[src/sv/wrsd_pkg.sv]
// Shared types, constants and reset values for the windowed RMS signal detector.
`timescale 1ns / 1ps
`default_nettype none

package wrsd_pkg;

    // Default build-time sizes
    localparam int SAMPLE_BITS_DEF = 16;
    localparam int WINDOW_BITS_DEF = 16;
    localparam int COUNT_BITS_DEF  = 8;

    // Fixed widths of the window arithmetic
    localparam int ACC_BITS       = 48;
    localparam int DIVISOR_BITS   = 32;
    localparam int RAD_BITS       = 48;
    localparam int THRESH_BITS    = 15;
    localparam int PCT_BITS       = 15;
    localparam int SCALE_BITS     = 15;
    localparam int M_TDATA_BITS   = 24;

    // Q8.8 percent scale: 100 * 256
    localparam logic [SCALE_BITS-1:0] PCT_SCALE = 15'd25600;

    // Configuration port
    localparam int CFG_INDEX_BITS = 2;
    localparam int CFG_DATA_BITS  = 32;

    localparam int                      WINDOW_RESET = 1024;
    localparam int                      SUCC_RESET   = 4;
    localparam logic [THRESH_BITS-1:0] THRESH_RESET = 15'd256;

    typedef enum logic [CFG_INDEX_BITS-1:0] {
        CFG_WINDOW     = 2'd0,
        CFG_SUCCESSION = 2'd1,
        CFG_THRESHOLD  = 2'd2
    } cfg_index_t;

    typedef enum logic [3:0] {
        ST_IDLE,
        ST_ACCUM,
        ST_MEAN_GO,
        ST_MEAN_WAIT,
        ST_SQRT_GO,
        ST_SQRT_WAIT,
        ST_SCALE,
        ST_PCT_GO,
        ST_PCT_WAIT,
        ST_UPDATE
    } ctrl_state_t;

    // Commands from the controller to the datapath
    typedef struct packed {
        logic accept;
        logic accum;
        logic mean_go;
        logic sqrt_go;
        logic scale;
        logic pct_go;
        logic update;
    } ctrl_cmd_t;

    // Status from the datapath to the controller
    typedef struct packed {
        logic win_end;
        logic div_done;
        logic sqrt_done;
        logic pct_done;
        logic out_free;
    } dp_stat_t;

endpackage

`default_nettype wire

[src/sv/wrsd_div.sv]
// Restoring unsigned divider, one quotient bit per cycle.
`timescale 1ns / 1ps
`default_nettype none

module wrsd_div #(
    parameter int N_BITS = wrsd_pkg::ACC_BITS,
    parameter int D_BITS = wrsd_pkg::DIVISOR_BITS
) (
    input  wire logic              aclk,
    input  wire logic              aresetn,
    input  wire logic              start,
    input  wire logic [N_BITS-1:0] dividend,
    input  wire logic [D_BITS-1:0] divisor,
    output logic                   done,
    output logic [N_BITS-1:0]      quotient
);

    localparam int CNT_BITS = $clog2(N_BITS);

    logic [N_BITS-1:0]   quo_reg, quo_next;
    logic [D_BITS-1:0]   rem_reg, rem_next;
    logic [D_BITS-1:0]   dvs_reg;
    logic [CNT_BITS-1:0] cnt_reg;
    logic                busy_reg;
    logic                done_reg;

    logic [D_BITS:0] rem_sh;
    logic [D_BITS:0] diff;
    logic            fits;

    // One restoring step: shift in next dividend bit, subtract if it fits
    always_comb begin
        rem_sh   = {rem_reg, quo_reg[N_BITS-1]};
        diff     = rem_sh - {1'b0, dvs_reg};
        fits     = (rem_sh >= {1'b0, dvs_reg});
        rem_next = fits ? diff[D_BITS-1:0] : rem_sh[D_BITS-1:0];
        quo_next = {quo_reg[N_BITS-2:0], fits};
    end

    always_ff @(posedge aclk) begin
        if (!aresetn) begin
            busy_reg <= 1'b0;
            done_reg <= 1'b0;
        end else begin
            done_reg <= 1'b0;
            if (start) begin
                busy_reg <= 1'b1;
                cnt_reg  <= '0;
                quo_reg  <= dividend;
                rem_reg  <= '0;
                dvs_reg  <= divisor;
            end else if (busy_reg) begin
                quo_reg <= quo_next;
                rem_reg <= rem_next;
                cnt_reg <= cnt_reg + 1'b1;
                if (cnt_reg == CNT_BITS'(N_BITS - 1)) begin
                    busy_reg <= 1'b0;
                    done_reg <= 1'b1;
                end
            end
        end
    end

    assign done     = done_reg;
    assign quotient = quo_reg;

endmodule

`default_nettype wire

[src/sv/wrsd_isqrt.sv]
// Integer square root, two radicand bits per cycle.
`timescale 1ns / 1ps
`default_nettype none

module wrsd_isqrt #(
    parameter int RAD_BITS = wrsd_pkg::RAD_BITS
) (
    input  wire logic                  aclk,
    input  wire logic                  aresetn,
    input  wire logic                  start,
    input  wire logic [RAD_BITS-1:0]   radicand,
    output logic                       done,
    output logic [RAD_BITS/2-1:0]      root
);

    localparam int ROOT_BITS = RAD_BITS / 2;
    localparam int REM_BITS  = ROOT_BITS + 3;
    localparam int CNT_BITS  = $clog2(ROOT_BITS);

    logic [RAD_BITS-1:0]  rad_reg, rad_next;
    logic [REM_BITS-1:0]  rem_reg, rem_next;
    logic [ROOT_BITS-1:0] root_reg, root_next;
    logic [CNT_BITS-1:0]  cnt_reg;
    logic                 busy_reg;
    logic                 done_reg;

    logic [REM_BITS-1:0] rem_sh;
    logic [REM_BITS-1:0] trial;
    logic                fits;

    // Bring down the next bit pair and try 4*root+1
    always_comb begin
        rem_sh    = {rem_reg[REM_BITS-3:0], rad_reg[RAD_BITS-1 -: 2]};
        trial     = {1'b0, root_reg, 2'b01};
        fits      = (rem_sh >= trial);
        rem_next  = fits ? (rem_sh - trial) : rem_sh;
        root_next = {root_reg[ROOT_BITS-2:0], fits};
        rad_next  = {rad_reg[RAD_BITS-3:0], 2'b00};
    end

    always_ff @(posedge aclk) begin
        if (!aresetn) begin
            busy_reg <= 1'b0;
            done_reg <= 1'b0;
        end else begin
            done_reg <= 1'b0;
            if (start) begin
                busy_reg <= 1'b1;
                cnt_reg  <= '0;
                rad_reg  <= radicand;
                rem_reg  <= '0;
                root_reg <= '0;
            end else if (busy_reg) begin
                rad_reg  <= rad_next;
                rem_reg  <= rem_next;
                root_reg <= root_next;
                cnt_reg  <= cnt_reg + 1'b1;
                if (cnt_reg == CNT_BITS'(ROOT_BITS - 1)) begin
                    busy_reg <= 1'b0;
                    done_reg <= 1'b1;
                end
            end
        end
    end

    assign done = done_reg;
    assign root = root_reg;

endmodule

`default_nettype wire

[src/sv/wrsd_dp.sv]
// Datapath: configuration, window accumulation, RMS math, hysteresis and output word.
`timescale 1ns / 1ps
`default_nettype none

module wrsd_dp #(
    parameter int SAMPLE_BITS = wrsd_pkg::SAMPLE_BITS_DEF,
    parameter int WINDOW_BITS = wrsd_pkg::WINDOW_BITS_DEF,
    parameter int COUNT_BITS  = wrsd_pkg::COUNT_BITS_DEF
) (
    input  wire logic                                  aclk,
    input  wire logic                                  aresetn,
    input  wire wrsd_pkg::ctrl_cmd_t                   cmd,
    output wrsd_pkg::dp_stat_t                         stat,
    input  wire logic signed [SAMPLE_BITS-1:0]         left_sample,
    input  wire logic signed [SAMPLE_BITS-1:0]         right_sample,
    input  wire logic                                  cfg_we,
    input  wire logic [wrsd_pkg::CFG_INDEX_BITS-1:0]   cfg_index,
    input  wire logic [wrsd_pkg::CFG_DATA_BITS-1:0]    cfg_data,
    output logic                                       out_valid,
    input  wire logic                                  out_ready,
    output logic [wrsd_pkg::M_TDATA_BITS-1:0]          out_data
);

    localparam int ACC_BITS   = wrsd_pkg::ACC_BITS;
    localparam int DVS_BITS   = wrsd_pkg::DIVISOR_BITS;
    localparam int RAD_BITS   = wrsd_pkg::RAD_BITS;
    localparam int ROOT_BITS  = RAD_BITS / 2;
    localparam int PROD_BITS  = ROOT_BITS + wrsd_pkg::SCALE_BITS;
    localparam int MAG_BITS   = SAMPLE_BITS + 1;
    localparam int SQ_BITS    = 2 * MAG_BITS;
    localparam int LOUD_BITS  = COUNT_BITS + 1;
    localparam int TAKE_BITS  = WINDOW_BITS + 1;
    localparam int PCT_BITS   = wrsd_pkg::PCT_BITS;
    localparam int THR_BITS   = wrsd_pkg::THRESH_BITS;
    localparam int PAD_BITS   = wrsd_pkg::M_TDATA_BITS - PCT_BITS - 2;
    localparam int PCT_SHIFT  = SAMPLE_BITS - 1;

    // Full-scale sample value, 2^(SAMPLE_BITS-1) - 1, also the low-bit mask for folding
    localparam logic [PROD_BITS-1:0] FULL_SCALE =
        PROD_BITS'((64'd1 << PCT_SHIFT) - 64'd1);
    localparam logic [SAMPLE_BITS-1:0] SMP_MAX = {1'b0, {(SAMPLE_BITS-1){1'b1}}};
    localparam logic [SAMPLE_BITS-1:0] SMP_MIN = {1'b1, {(SAMPLE_BITS-1){1'b0}}};

    // Configuration registers
    logic [WINDOW_BITS-1:0] window_frames_reg;
    logic [COUNT_BITS-1:0]  succession_reg;
    logic [THR_BITS-1:0]    threshold_reg;

    // Window state
    logic [ACC_BITS-1:0]    acc_reg;
    logic [SQ_BITS-1:0]     sq_reg;
    logic [WINDOW_BITS-1:0] frame_index_reg;
    logic [TAKE_BITS-1:0]   taken_reg;
    logic                   clip_reg;
    logic [LOUD_BITS-1:0]   loud_reg, loud_next;
    logic                   sig_reg, sig_next;
    logic [PROD_BITS-1:0]   prod_reg;

    // Percent scaling by the full-scale value
    logic [PROD_BITS-1:0]   fold_rem_reg;
    logic [PROD_BITS-1:0]   pct_reg;
    logic                   fold_busy_reg;
    logic [PROD_BITS-1:0]   fold_hi;
    logic [PROD_BITS-1:0]   fold_lo;
    logic                   pct_done;

    // Output word
    logic                   out_valid_reg;
    logic [PCT_BITS-1:0]    out_pct_reg;
    logic                   out_sig_reg;
    logic                   out_clip_reg;

    logic signed [MAG_BITS-1:0] mix;
    logic [MAG_BITS-1:0]        mag;
    logic                       clip_now;
    logic [TAKE_BITS-1:0]       taken;
    logic [TAKE_BITS-1:0]       frames_eff;

    logic                div_start;
    logic [ACC_BITS-1:0] div_dividend;
    logic [DVS_BITS-1:0] div_divisor;
    logic                div_done;
    logic [ACC_BITS-1:0] div_quo;
    logic                sqrt_done;
    logic [ROOT_BITS-1:0] sqrt_root;
    logic                loud;
    logic [LOUD_BITS-1:0] succ_ext;

    // Mono mix magnitude and full-scale check of the incoming frame
    always_comb begin
        mix      = MAG_BITS'(left_sample) + MAG_BITS'(right_sample);
        mag      = mix[MAG_BITS-1] ? MAG_BITS'(-mix) : MAG_BITS'(mix);
        clip_now = (left_sample == SMP_MAX) || (left_sample == SMP_MIN) ||
                   (right_sample == SMP_MAX) || (right_sample == SMP_MIN);
    end

    // Frames taken including this one, and window length with zero as one
    always_comb begin
        taken      = TAKE_BITS'(frame_index_reg) + 1'b1;
        frames_eff = (window_frames_reg == '0) ? TAKE_BITS'(1)
                                               : TAKE_BITS'(window_frames_reg);
    end

    // Divider for the window mean over the frames taken
    always_comb begin
        div_start    = cmd.mean_go;
        div_dividend = acc_reg;
        div_divisor  = DVS_BITS'(taken_reg);
    end

    wrsd_div #(
        .N_BITS (ACC_BITS),
        .D_BITS (DVS_BITS)
    ) u_div (
        .aclk     (aclk),
        .aresetn  (aresetn),
        .start    (div_start),
        .dividend (div_dividend),
        .divisor  (div_divisor),
        .done     (div_done),
        .quotient (div_quo)
    );

    // Root of sum / (4 * taken): drop two quotient bits
    wrsd_isqrt #(
        .RAD_BITS (RAD_BITS)
    ) u_isqrt (
        .aclk     (aclk),
        .aresetn  (aresetn),
        .start    (cmd.sqrt_go),
        .radicand ({2'b00, div_quo[ACC_BITS-1:2]}),
        .done     (sqrt_done),
        .root     (sqrt_root)
    );

    // Split the remainder at the full-scale width; done once it is below full scale
    always_comb begin
        fold_hi  = fold_rem_reg >> PCT_SHIFT;
        fold_lo  = fold_rem_reg & FULL_SCALE;
        pct_done = fold_busy_reg && (fold_hi == '0) && (fold_rem_reg != FULL_SCALE);
    end

    // Divide by 2^k - 1: fold the high part back onto the low part and count it
    always_ff @(posedge aclk) begin
        if (!aresetn) begin
            fold_busy_reg <= 1'b0;
        end else if (cmd.pct_go) begin
            fold_busy_reg <= 1'b1;
            fold_rem_reg  <= prod_reg;
            pct_reg       <= '0;
        end else if (fold_busy_reg) begin
            if (fold_hi != '0) begin
                pct_reg      <= pct_reg + fold_hi;
                fold_rem_reg <= fold_lo + fold_hi;
            end else if (fold_rem_reg == FULL_SCALE) begin
                pct_reg      <= pct_reg + 1'b1;
                fold_rem_reg <= '0;
            end else begin
                fold_busy_reg <= 1'b0;
            end
        end
    end

    // Hysteresis counter and state on the finished percent
    always_comb begin
        loud      = (pct_reg >= PROD_BITS'(threshold_reg));
        succ_ext  = LOUD_BITS'(succession_reg);
        loud_next = loud_reg;
        sig_next  = sig_reg;
        if (!loud) begin
            if (loud_reg != '0) begin
                loud_next = loud_reg - 1'b1;
                if ((loud_next == '0) && sig_reg) begin
                    sig_next = 1'b0;
                end
            end
        end else begin
            if (loud_reg <= succ_ext) begin
                loud_next = loud_reg + 1'b1;
                if ((loud_next == succ_ext) && !sig_reg) begin
                    sig_next = 1'b1;
                end
            end
        end
    end

    // Configuration writes
    always_ff @(posedge aclk) begin
        if (!aresetn) begin
            window_frames_reg <= WINDOW_BITS'(wrsd_pkg::WINDOW_RESET);
            succession_reg    <= COUNT_BITS'(wrsd_pkg::SUCC_RESET);
            threshold_reg     <= wrsd_pkg::THRESH_RESET;
        end else if (cfg_we) begin
            case (cfg_index)
                wrsd_pkg::CFG_WINDOW:     window_frames_reg <= cfg_data[WINDOW_BITS-1:0];
                wrsd_pkg::CFG_SUCCESSION: succession_reg    <= cfg_data[COUNT_BITS-1:0];
                wrsd_pkg::CFG_THRESHOLD:  threshold_reg     <= cfg_data[THR_BITS-1:0];
                default: ;
            endcase
        end
    end

    // Window accumulation, hysteresis state and clear at window end
    always_ff @(posedge aclk) begin
        if (!aresetn) begin
            acc_reg         <= '0;
            frame_index_reg <= '0;
            clip_reg        <= 1'b0;
            loud_reg        <= '0;
            sig_reg         <= 1'b0;
        end else begin
            if (cmd.accept) begin
                sq_reg <= SQ_BITS'(mag) * SQ_BITS'(mag);
                if (clip_now) begin
                    clip_reg <= 1'b1;
                end
            end
            if (cmd.accum) begin
                acc_reg   <= acc_reg + ACC_BITS'(sq_reg);
                taken_reg <= taken;
                if (taken < frames_eff) begin
                    frame_index_reg <= taken[WINDOW_BITS-1:0];
                end else begin
                    frame_index_reg <= '0;
                end
            end
            if (cmd.scale) begin
                prod_reg <= PROD_BITS'(sqrt_root) * PROD_BITS'(wrsd_pkg::PCT_SCALE);
            end
            if (cmd.update) begin
                loud_reg <= loud_next;
                sig_reg  <= sig_next;
                acc_reg  <= '0;
                clip_reg <= 1'b0;
            end
        end
    end

    // Output register: hold the word until taken
    always_ff @(posedge aclk) begin
        if (!aresetn) begin
            out_valid_reg <= 1'b0;
        end else begin
            if (cmd.update) begin
                out_valid_reg <= 1'b1;
                out_pct_reg   <= pct_reg[PCT_BITS-1:0];
                out_sig_reg   <= sig_next;
                out_clip_reg  <= clip_reg;
            end else if (out_ready) begin
                out_valid_reg <= 1'b0;
            end
        end
    end

    always_comb begin
        stat.win_end   = !(taken < frames_eff);
        stat.div_done  = div_done;
        stat.sqrt_done = sqrt_done;
        stat.pct_done  = pct_done;
        stat.out_free  = !out_valid_reg || out_ready;
    end

    assign out_valid = out_valid_reg;
    assign out_data  = {{PAD_BITS{1'b0}}, out_clip_reg, out_sig_reg, out_pct_reg};

endmodule

`default_nettype wire

[src/sv/wrsd_ctrl.sv]
// Controller: sequences frame accumulation and the window-end computation.
`timescale 1ns / 1ps
`default_nettype none

module wrsd_ctrl (
    input  wire logic                 aclk,
    input  wire logic                 aresetn,
    input  wire logic                 in_valid,
    output logic                      in_ready,
    input  wire wrsd_pkg::dp_stat_t   stat,
    output wrsd_pkg::ctrl_cmd_t       cmd
);

    wrsd_pkg::ctrl_state_t state_reg, state_next;

    // State register
    always_ff @(posedge aclk) begin
        if (!aresetn) begin
            state_reg <= wrsd_pkg::ST_IDLE;
        end else begin
            state_reg <= state_next;
        end
    end

    // Next state and commands
    always_comb begin
        state_next = state_reg;
        cmd        = '0;
        in_ready   = 1'b0;
        case (state_reg)
            wrsd_pkg::ST_IDLE: begin
                in_ready   = aresetn;
                cmd.accept = in_valid && aresetn;
                if (cmd.accept) begin
                    state_next = wrsd_pkg::ST_ACCUM;
                end
            end
            wrsd_pkg::ST_ACCUM: begin
                cmd.accum  = 1'b1;
                state_next = stat.win_end ? wrsd_pkg::ST_MEAN_GO : wrsd_pkg::ST_IDLE;
            end
            wrsd_pkg::ST_MEAN_GO: begin
                cmd.mean_go = 1'b1;
                state_next  = wrsd_pkg::ST_MEAN_WAIT;
            end
            wrsd_pkg::ST_MEAN_WAIT: begin
                if (stat.div_done) begin
                    state_next = wrsd_pkg::ST_SQRT_GO;
                end
            end
            wrsd_pkg::ST_SQRT_GO: begin
                cmd.sqrt_go = 1'b1;
                state_next  = wrsd_pkg::ST_SQRT_WAIT;
            end
            wrsd_pkg::ST_SQRT_WAIT: begin
                if (stat.sqrt_done) begin
                    state_next = wrsd_pkg::ST_SCALE;
                end
            end
            wrsd_pkg::ST_SCALE: begin
                cmd.scale  = 1'b1;
                state_next = wrsd_pkg::ST_PCT_GO;
            end
            wrsd_pkg::ST_PCT_GO: begin
                cmd.pct_go = 1'b1;
                state_next = wrsd_pkg::ST_PCT_WAIT;
            end
            wrsd_pkg::ST_PCT_WAIT: begin
                if (stat.pct_done) begin
                    state_next = wrsd_pkg::ST_UPDATE;
                end
            end
            wrsd_pkg::ST_UPDATE: begin
                // Wait for the output slot, then commit the window result
                if (stat.out_free) begin
                    cmd.update = 1'b1;
                    state_next = wrsd_pkg::ST_IDLE;
                end
            end
            default: begin
                state_next = wrsd_pkg::ST_IDLE;
            end
        endcase
    end

endmodule

`default_nettype wire

[src/sv/windowed_rms_signal_detector.sv]
// Top level of the windowed RMS signal detector.
`timescale 1ns / 1ps
`default_nettype none

// Takes one stereo frame per input word and squares the left plus right sum into a
// 48-bit window sum; a frame that does not close the window is accepted and then
// accumulated. The frame that closes the window holds off the next frame until its
// result is committed: the divider, one quotient bit per cycle, divides the window
// sum by the frames taken, the square root settles two radicand bits per cycle, and
// the Q8.8 percent is scaled and then divided by the full-scale value by folding.
// The result word is held in an output register, so the run may end while the
// previous result is still waiting; a new result waits there only if that word is
// still held.
// Configuration writes are taken at any cycle and should be made between windows.
module windowed_rms_signal_detector #(
    parameter int SAMPLE_BITS = wrsd_pkg::SAMPLE_BITS_DEF,
    parameter int WINDOW_BITS = wrsd_pkg::WINDOW_BITS_DEF,
    parameter int COUNT_BITS  = wrsd_pkg::COUNT_BITS_DEF,
    localparam int S_TDATA_BITS = ((2 * SAMPLE_BITS + 7) / 8) * 8
) (
    input  wire logic                                  aclk,
    input  wire logic                                  aresetn,
    // tdata: left_sample, right_sample (from bit 0 up), zero padded
    input  wire logic [S_TDATA_BITS-1:0]               s_axis_tdata,
    input  wire logic                                  s_axis_tvalid,
    output logic                                       s_axis_tready,
    // tdata: rms_percent[14:0], signal_present, clipped (from bit 0 up), zero padded
    output logic [wrsd_pkg::M_TDATA_BITS-1:0]          m_axis_tdata,
    output logic                                       m_axis_tvalid,
    input  wire logic                                  m_axis_tready,
    input  wire logic                                  cfg_valid,
    output logic                                       cfg_ready,
    input  wire logic [wrsd_pkg::CFG_INDEX_BITS-1:0]   cfg_index,
    input  wire logic [wrsd_pkg::CFG_DATA_BITS-1:0]    cfg_data
);

    wrsd_pkg::ctrl_cmd_t cmd;
    wrsd_pkg::dp_stat_t  stat;

    logic signed [SAMPLE_BITS-1:0] left_sample;
    logic signed [SAMPLE_BITS-1:0] right_sample;

    // Unpack the input word
    assign left_sample  = s_axis_tdata[SAMPLE_BITS-1:0];
    assign right_sample = s_axis_tdata[2*SAMPLE_BITS-1:SAMPLE_BITS];
    assign cfg_ready    = 1'b1;

    wrsd_ctrl u_ctrl (
        .aclk     (aclk),
        .aresetn  (aresetn),
        .in_valid (s_axis_tvalid),
        .in_ready (s_axis_tready),
        .stat     (stat),
        .cmd      (cmd)
    );

    wrsd_dp #(
        .SAMPLE_BITS (SAMPLE_BITS),
        .WINDOW_BITS (WINDOW_BITS),
        .COUNT_BITS  (COUNT_BITS)
    ) u_dp (
        .aclk         (aclk),
        .aresetn      (aresetn),
        .cmd          (cmd),
        .stat         (stat),
        .left_sample  (left_sample),
        .right_sample (right_sample),
        .cfg_we       (cfg_valid && cfg_ready),
        .cfg_index    (cfg_index),
        .cfg_data     (cfg_data),
        .out_valid    (m_axis_tvalid),
        .out_ready    (m_axis_tready),
        .out_data     (m_axis_tdata)
    );

    // A result is never committed over a word still waiting at the output
    a_no_overwrite: assert property (@(posedge aclk) disable iff (!aresetn)
        cmd.update |-> (!m_axis_tvalid || m_axis_tready))
        else $error("window result committed over a held output word");

    // An accepted frame is accumulated in the following cycle
    a_accum_follows: assert property (@(posedge aclk) disable iff (!aresetn)
        (s_axis_tvalid && s_axis_tready) |=> cmd.accum)
        else $error("accepted frame was not accumulated");

    // No frame is taken while the window-end computation runs
    a_busy_no_accept: assert property (@(posedge aclk) disable iff (!aresetn)
        (stat.div_done || stat.sqrt_done || cmd.mean_go || cmd.pct_go) |-> !s_axis_tready)
        else $error("frame accepted during window computation");

    // A result word appears only right after a committed window
    a_valid_source: assert property (@(posedge aclk) disable iff (!aresetn)
        $rose(m_axis_tvalid) |-> $past(cmd.update))
        else $error("output word raised without a committed window");

endmodule

`default_nettype wire
[config.mk]
export PLATFORM = sky130hd
export DESIGN_NAME = windowed_rms_signal_detector
export DESIGN_NICKNAME = d
export VERILOG_FILES = /design/src/sv/wrsd_pkg.sv /design/src/sv/wrsd_div.sv /design/src/sv/wrsd_isqrt.sv /design/src/sv/wrsd_dp.sv /design/src/sv/wrsd_ctrl.sv /design/src/sv/windowed_rms_signal_detector.sv
export SDC_FILE = /design/constraint.sdc
export NUM_CORES = 2
export LEC_CHECK = 0
export BUFFER_PORTS_ARGS = -buffer_cell sky130_fd_sc_hd__buf_2
export CORE_UTILIZATION = 60
export CTS_CLUSTER_SIZE = 40
export DETAILED_ROUTE_END_ITERATION = 7
export PLACE_DENSITY = 0.77
export SLEW_MARGIN = 25
export SYNTH_ARGS = -nofsm -noshare
export SYNTH_HDL_FRONTEND = slang
export SYNTH_HIERARCHICAL = 1
export SYNTH_SLANG_ARGS = --single-unit
[constraint.sdc]
create_clock -name aclk -period 23.2 [get_ports aclk]
set_input_delay 1.16 -clock aclk [delete_from_list [all_inputs] [get_ports aclk]]
set_output_delay 1.16 -clock aclk [all_outputs]
set_load 0.02 [all_outputs]
=== Yosys cells after proc, flatten, opt, wreduce, memory -nomap -nowiden ===
Index checks and enable logic that the tools add are counted.

* Bits in registers: 504

* Muxes and demuxes: 59
* $lt $le $gt $ge: 5
* Add/sub/neg operators: 13
* Reduce and logical (&&, ||, !) cells: 41
* Multiply operators: 2
* Equality and inequality tests: 26
* Bitwise operators: 3

{| class="wikitable"
|+ Operators by type and width
! cell !! number
|-
| $mux 39 || 7
|-
| $mux 48 || 3
|-
| $mux 32 || 2
|-
| $mux 25 || 2
|-
| $add 48x34->48 || 1
|-
| $mux 46 || 1
|-
| $pmux 4 s10 || 1
|-
| $add 39x1->39 const B || 1
|-
| $add 39x24->39 || 1
|-
| $eq 39x15->1 const B || 1
|-
| $ge 39x15->1 || 1
|-
| $logic_not 39->1 || 1
|-
| $ne 39x15->1 const B || 1
|-
| $reduce_bool 39->1 || 1
|-
| $mul 17x17->34 || 1
|-
| $ge 33x17->1 || 1
|-
| $eq 16x15->1 const B || 2
|-
| $eq 16x16->1 const B || 2
|-
| $mux 16 || 2
|-
| $sub 32x17->32 || 1
|-
| $mul 24x5->29 const B || 1
|-
| $mux 1 || 28
|-
| $ge 27x26->1 || 1
|-
| $mux 9 || 3
|-
| 44 further kinds || 83
|}

=== Logic depth before layout (Yosys ltp) ===
* Depth after elaboration: 6
* Gate-level depth with buffers: 37
* Mapped depth without buffers: 36

=== Cells and area by module ===
Netlist, hierarchy kept.

{| class="wikitable"
|+ Modules (own cells, without submodules)
! module !! cells each !! seq. area each (um2) !! area an instance (um2) !! instances
|-
| wrsd_dp || 2,971 || 7,547.2 || 27,527.7 || 1
|-
| wrsd_div || 558 || 3,583.4 || 6,695.2 || 1
|-
| wrsd_isqrt || 498 || 3,103.0 || 5,703.0 || 1
|-
| wrsd_ctrl || 50 || 80.1 || 382.9 || 1
|-
| windowed_rms_signal_detector || 2 || 0.0 || 11.3 || 1
|}

=== Worst setup path before layout ===
OpenSTA, ideal clock, no wires.

* Path kind: input to register
* Start point: input port s_axis_tdata[0]
* End point: register u_dp.sq_reg[30] (data pin)
* Stages: 35
* Setup slack: 13.658 ns
* Arrival: 9.285 ns
* Setup time: 0.258 ns
* Data required time: 22.942 ns
* Path buffers: 0
* Path through: ha_1 -> inv_1 -> fa_1 -> nand2b_1 -> a21oi_2 -> o311a_1 -> o311a_1 -> o21bai_2 -> nor3_2 -> nand2b_1 -> xor2_1 -> inv_2 -> nand2_1 -> inv_1 -> fa_1 -> inv_1 -> fa_1 -> fa_1 -> inv_1 -> fa_1 -> fa_1 -> inv_1 -> fa_1 -> inv_1 -> ha_1 -> a21oi_1 -> o21ai_0 -> nor3_1 -> a21oi_1 -> a41o_1 -> a311o_1 -> a2111o_1 -> a31o_2 -> a21oi_1 -> xnor2_1

* Longest elaborated chain between the ends: 4

{| class="wikitable"
|+ RTL lines
! element !! line !! text
|-
| from (decl) || windowed_rms_signal_detector.sv:24 || <nowiki>input wire logic [S_TDATA_BITS-1:0] s_axis_tdata,</nowiki>
|-
| $add 16x16->17 * || wrsd_dp.sv:91 || <nowiki>mix = MAG_BITS'(left_sample) + MAG_BITS'(right_sample);</nowiki>
|-
| $neg 17->17 || wrsd_dp.sv:92 || <nowiki>mag = mix[MAG_BITS-1] ? MAG_BITS'(-mix) : MAG_BITS'(mix);</nowiki>
|-
| $mux 17 * || wrsd_dp.sv:92 ||
|-
| $mul 17x17->34 * || wrsd_dp.sv:213 || <nowiki>sq_reg <= SQ_BITS'(mag) * SQ_BITS'(mag);</nowiki>
|-
| to (signal assigned) || wrsd_dp.sv:213 ||
|-
| to (decl) || wrsd_dp.sv:51 || <nowiki>logic [SQ_BITS-1:0] sq_reg;</nowiki>
|}

Every way passes the cells marked *; elsewhere a longest branch is shown, timed or not.
A chain may end at the register's enable or synchronous reset.

=== Worst setup path after layout ===
* Start point: input port s_axis_tdata[16]
* End point: register u_dp.sq_reg[33] (data pin)

The elaborated chain is that of the path after synthesis.

==> flow_summary.json <==
{
  "run_status": "complete, but fails checks",
  "violations": "design-rule violations",
  "firstDrtPassIters": 8,
  "cts_setup_buffers": 0,
  "cp-end-kind": "flip-flop",
  "required_ns": 23.56,
  "clockBufferDepth": 3,
  "nets": 4779,
  "cts.sinks": 518,
  "path_class": "in -> reg",
  "die_h_um": 261,
  "drc": 4,
  "path_clk_slew_ns": 0.06,
  "wl_mm": 80.6,
  "maxSlewHeadroom_pct": 32.0,
  "slowest_stage": "o311ai_0",
  "place.gp.congestion": 0.916,
  "grt_pass1_wl_mm": 134,
  "design.core.area_um2": 66100,
  "critPathTopFamily": "adder cells",
  "syn_inst": 4079,
  "wl_per_cell_um": 16.0,
  "cpPeakStageDelay_ns": 0.64,
  "max_freq_mhz": 97.2,
  "drt-vias-per-instance": 5.70,
  "std_cell_rows": 94,
  "cpMostUsedCell": "fa_1",
  "final_cell_mix": "inv_1, edfxtp_1, ha_1",
  "clock_skew_ns": 0.0222,
  "dieArea_um2": 68200,
  "cts_root_buf": "clkbuf_16",
  "hold_class": "reg -> reg",
  "syn2layout_area_growth_pct": 7.30,
  "ctsResizeCount": 0,
  "insertion_delay_ns": 0.62,
  "cts_tree": "built",
  "slew_violations": 0,
  "grt_overflow": 0,
  "synthArstFlopShare_pct": 0,
  "setup-violations-final": 0,
  "grt_use_met2_pct": 39.2,
  "dr.first_iter.drc_count": 1895,
  "synth-main-ff-cell": "edfxtp_1",
  "fin_util_pct": 65.5,
  "grt_antenna_before_repair": 1,
  "top_level_ports": 98,
  "ys_seq_elements": 518,
  "ys_seq_area_share_pct": 35.5,
  "grt_use_met3_pct": 2.95,
  "synth.avg_cell_area_um2": 9.88,
  "antenna_left": 0,
  "busiest_layer": "met2",
  "initial_core_util_pct": 61.0,
  "grt_max_degree": 79,
  "grt_pass1_vias": 27800,
  "cts_buffers": 52,
  "grtUsageTotal_pct": 23.8,
  "critical_path.max_fanout": 11,
  "worst-path-buf-inv": 6,
  "drv_cap": 0,
  "critPathLaunchType": "input port",
  "fin_crit_ns": 10.29,
  "dr_total_vias": 28700,
  "h-tree-depth": 2,
  "fin_crit_sh_pct": 44.3,
  "placement.io_buffers": 73,
  "met1_usage_pct": 33.3,
  "hold_violations": 0,
  "worst_pin_slew_ns": 1.02,
  "layout-drive-gt1-share_pct": 9.18,
  "final_common_cell": "inv_1",
  "holdWs_ns": 0.419,
  "fin_setup_tns_ns": 0,
  "hold_buffers": 0,
  "grt_setup_unrepaired": "false",
  "dp_hpwl_mm": 59.9,
  "die-width_um": 261,
  "yosysWarnings": 6,
  "synth_edf_count": 394,
  "fillers": 5234,
  "critPathArrivalTime_ns": 10.65,
  "synth_area_um2": 40300,
  "yosysUniqueCellTypes": 119
}
## cell families after synthesis
kind of cell | after synthesis | synth area share (%)
compound gates | 758 | 12.4
xor+xnor | 252 | 5.55
fa+ha+maj | 589 | 22.3
buf+inv | 685 | 6.67
flops | 518 | 35.5
mux | 154 | 4.12
other cells | 3 | 0.0279
simple gates | 1120 | 13.4
## metal layers
metal,wire [um],vias to the layer above
li1,-,14200
met1,37700,13700
met2,37100,697
met3,4050,127
met4,1770,0
met5,0,-
## final cells by class
type                            count  area, um^2  share of cell area, %
Antenna cell                        2        5.00                 0.0116
Clock buffer                       64        1420                   3.28
Clock inverter                     34         340                  0.787
Inverter                          532        2000                   4.62
Multi-Input combinational cell   2910       23500                   54.3
Sequential cell                   518       14300                   33.1
Tap cell                          864        1080                   2.50
Timing Repair Buffer              105         603                   1.39
## synth_stat cells, types with 24 or more instances
cell | number | area, um^2
nand2b_1 | 33 | 206
and2_1 | 43 | 269
nor2b_1 | 26 | 163
a21o_1 | 78 | 586
nor3_1 | 63 | 315
nand2_1 | 324 | 1220
xnor2_1 | 149 | 1310
xor2_1 | 99 | 867
o21ai_0 | 131 | 656
o21bai_1 | 24 | 180
clkbuf_1 | 105 | 394
ha_1 | 374 | 4680
mux2i_1 | 57 | 571
mux2_2 | 96 | 1080
o21a_1 | 40 | 300
nand3_1 | 81 | 405
a211oi_1 | 43 | 323
edfxtp_1 | 394 | 11800
or3_1 | 29 | 181
dfxtp_1 | 124 | 2480
fa_1 | 215 | 4300
nor4_1 | 39 | 244
nor2_1 | 313 | 1170
and3_1 | 43 | 269
nand4_1 | 47 | 294
inv_1 | 526 | 1970
a21oi_1 | 246 | 1230
## worst paths after layout
check | cells after the start | from | slack (ns) | to
setup / recovery | 33 | s_axis_tdata[16] | 12.91 | u_dp/sq_reg[33]
hold / removal | 0 | u_dp/taken_reg[2] | 0.42 | u_dp/u_div/dvs_reg[2]
setup reg to reg | 16 | u_dp/fold_rem_reg[33] | 17.99 | u_dp/pct_reg[38]
hold reg to reg | 0 | u_dp/taken_reg[2] | 0.42 | u_dp/u_div/dvs_reg[2]
## stage by stage
stage	cell area (um^2)	cells	setup slack, ns
6_report	43300	5029	12.91
4_1_cts	43300	5026	13.06
3_5_place_dp	41500	4928	12.42
3_3_place_gp	41500	4928	12.54
5_1_grt	43300	5028	12.44
2_1_floorplan	40400	4113	13.66
Power is not shown: default switching activity piles up to over one toggle a cycle in this logic, so the estimate is an artifact.
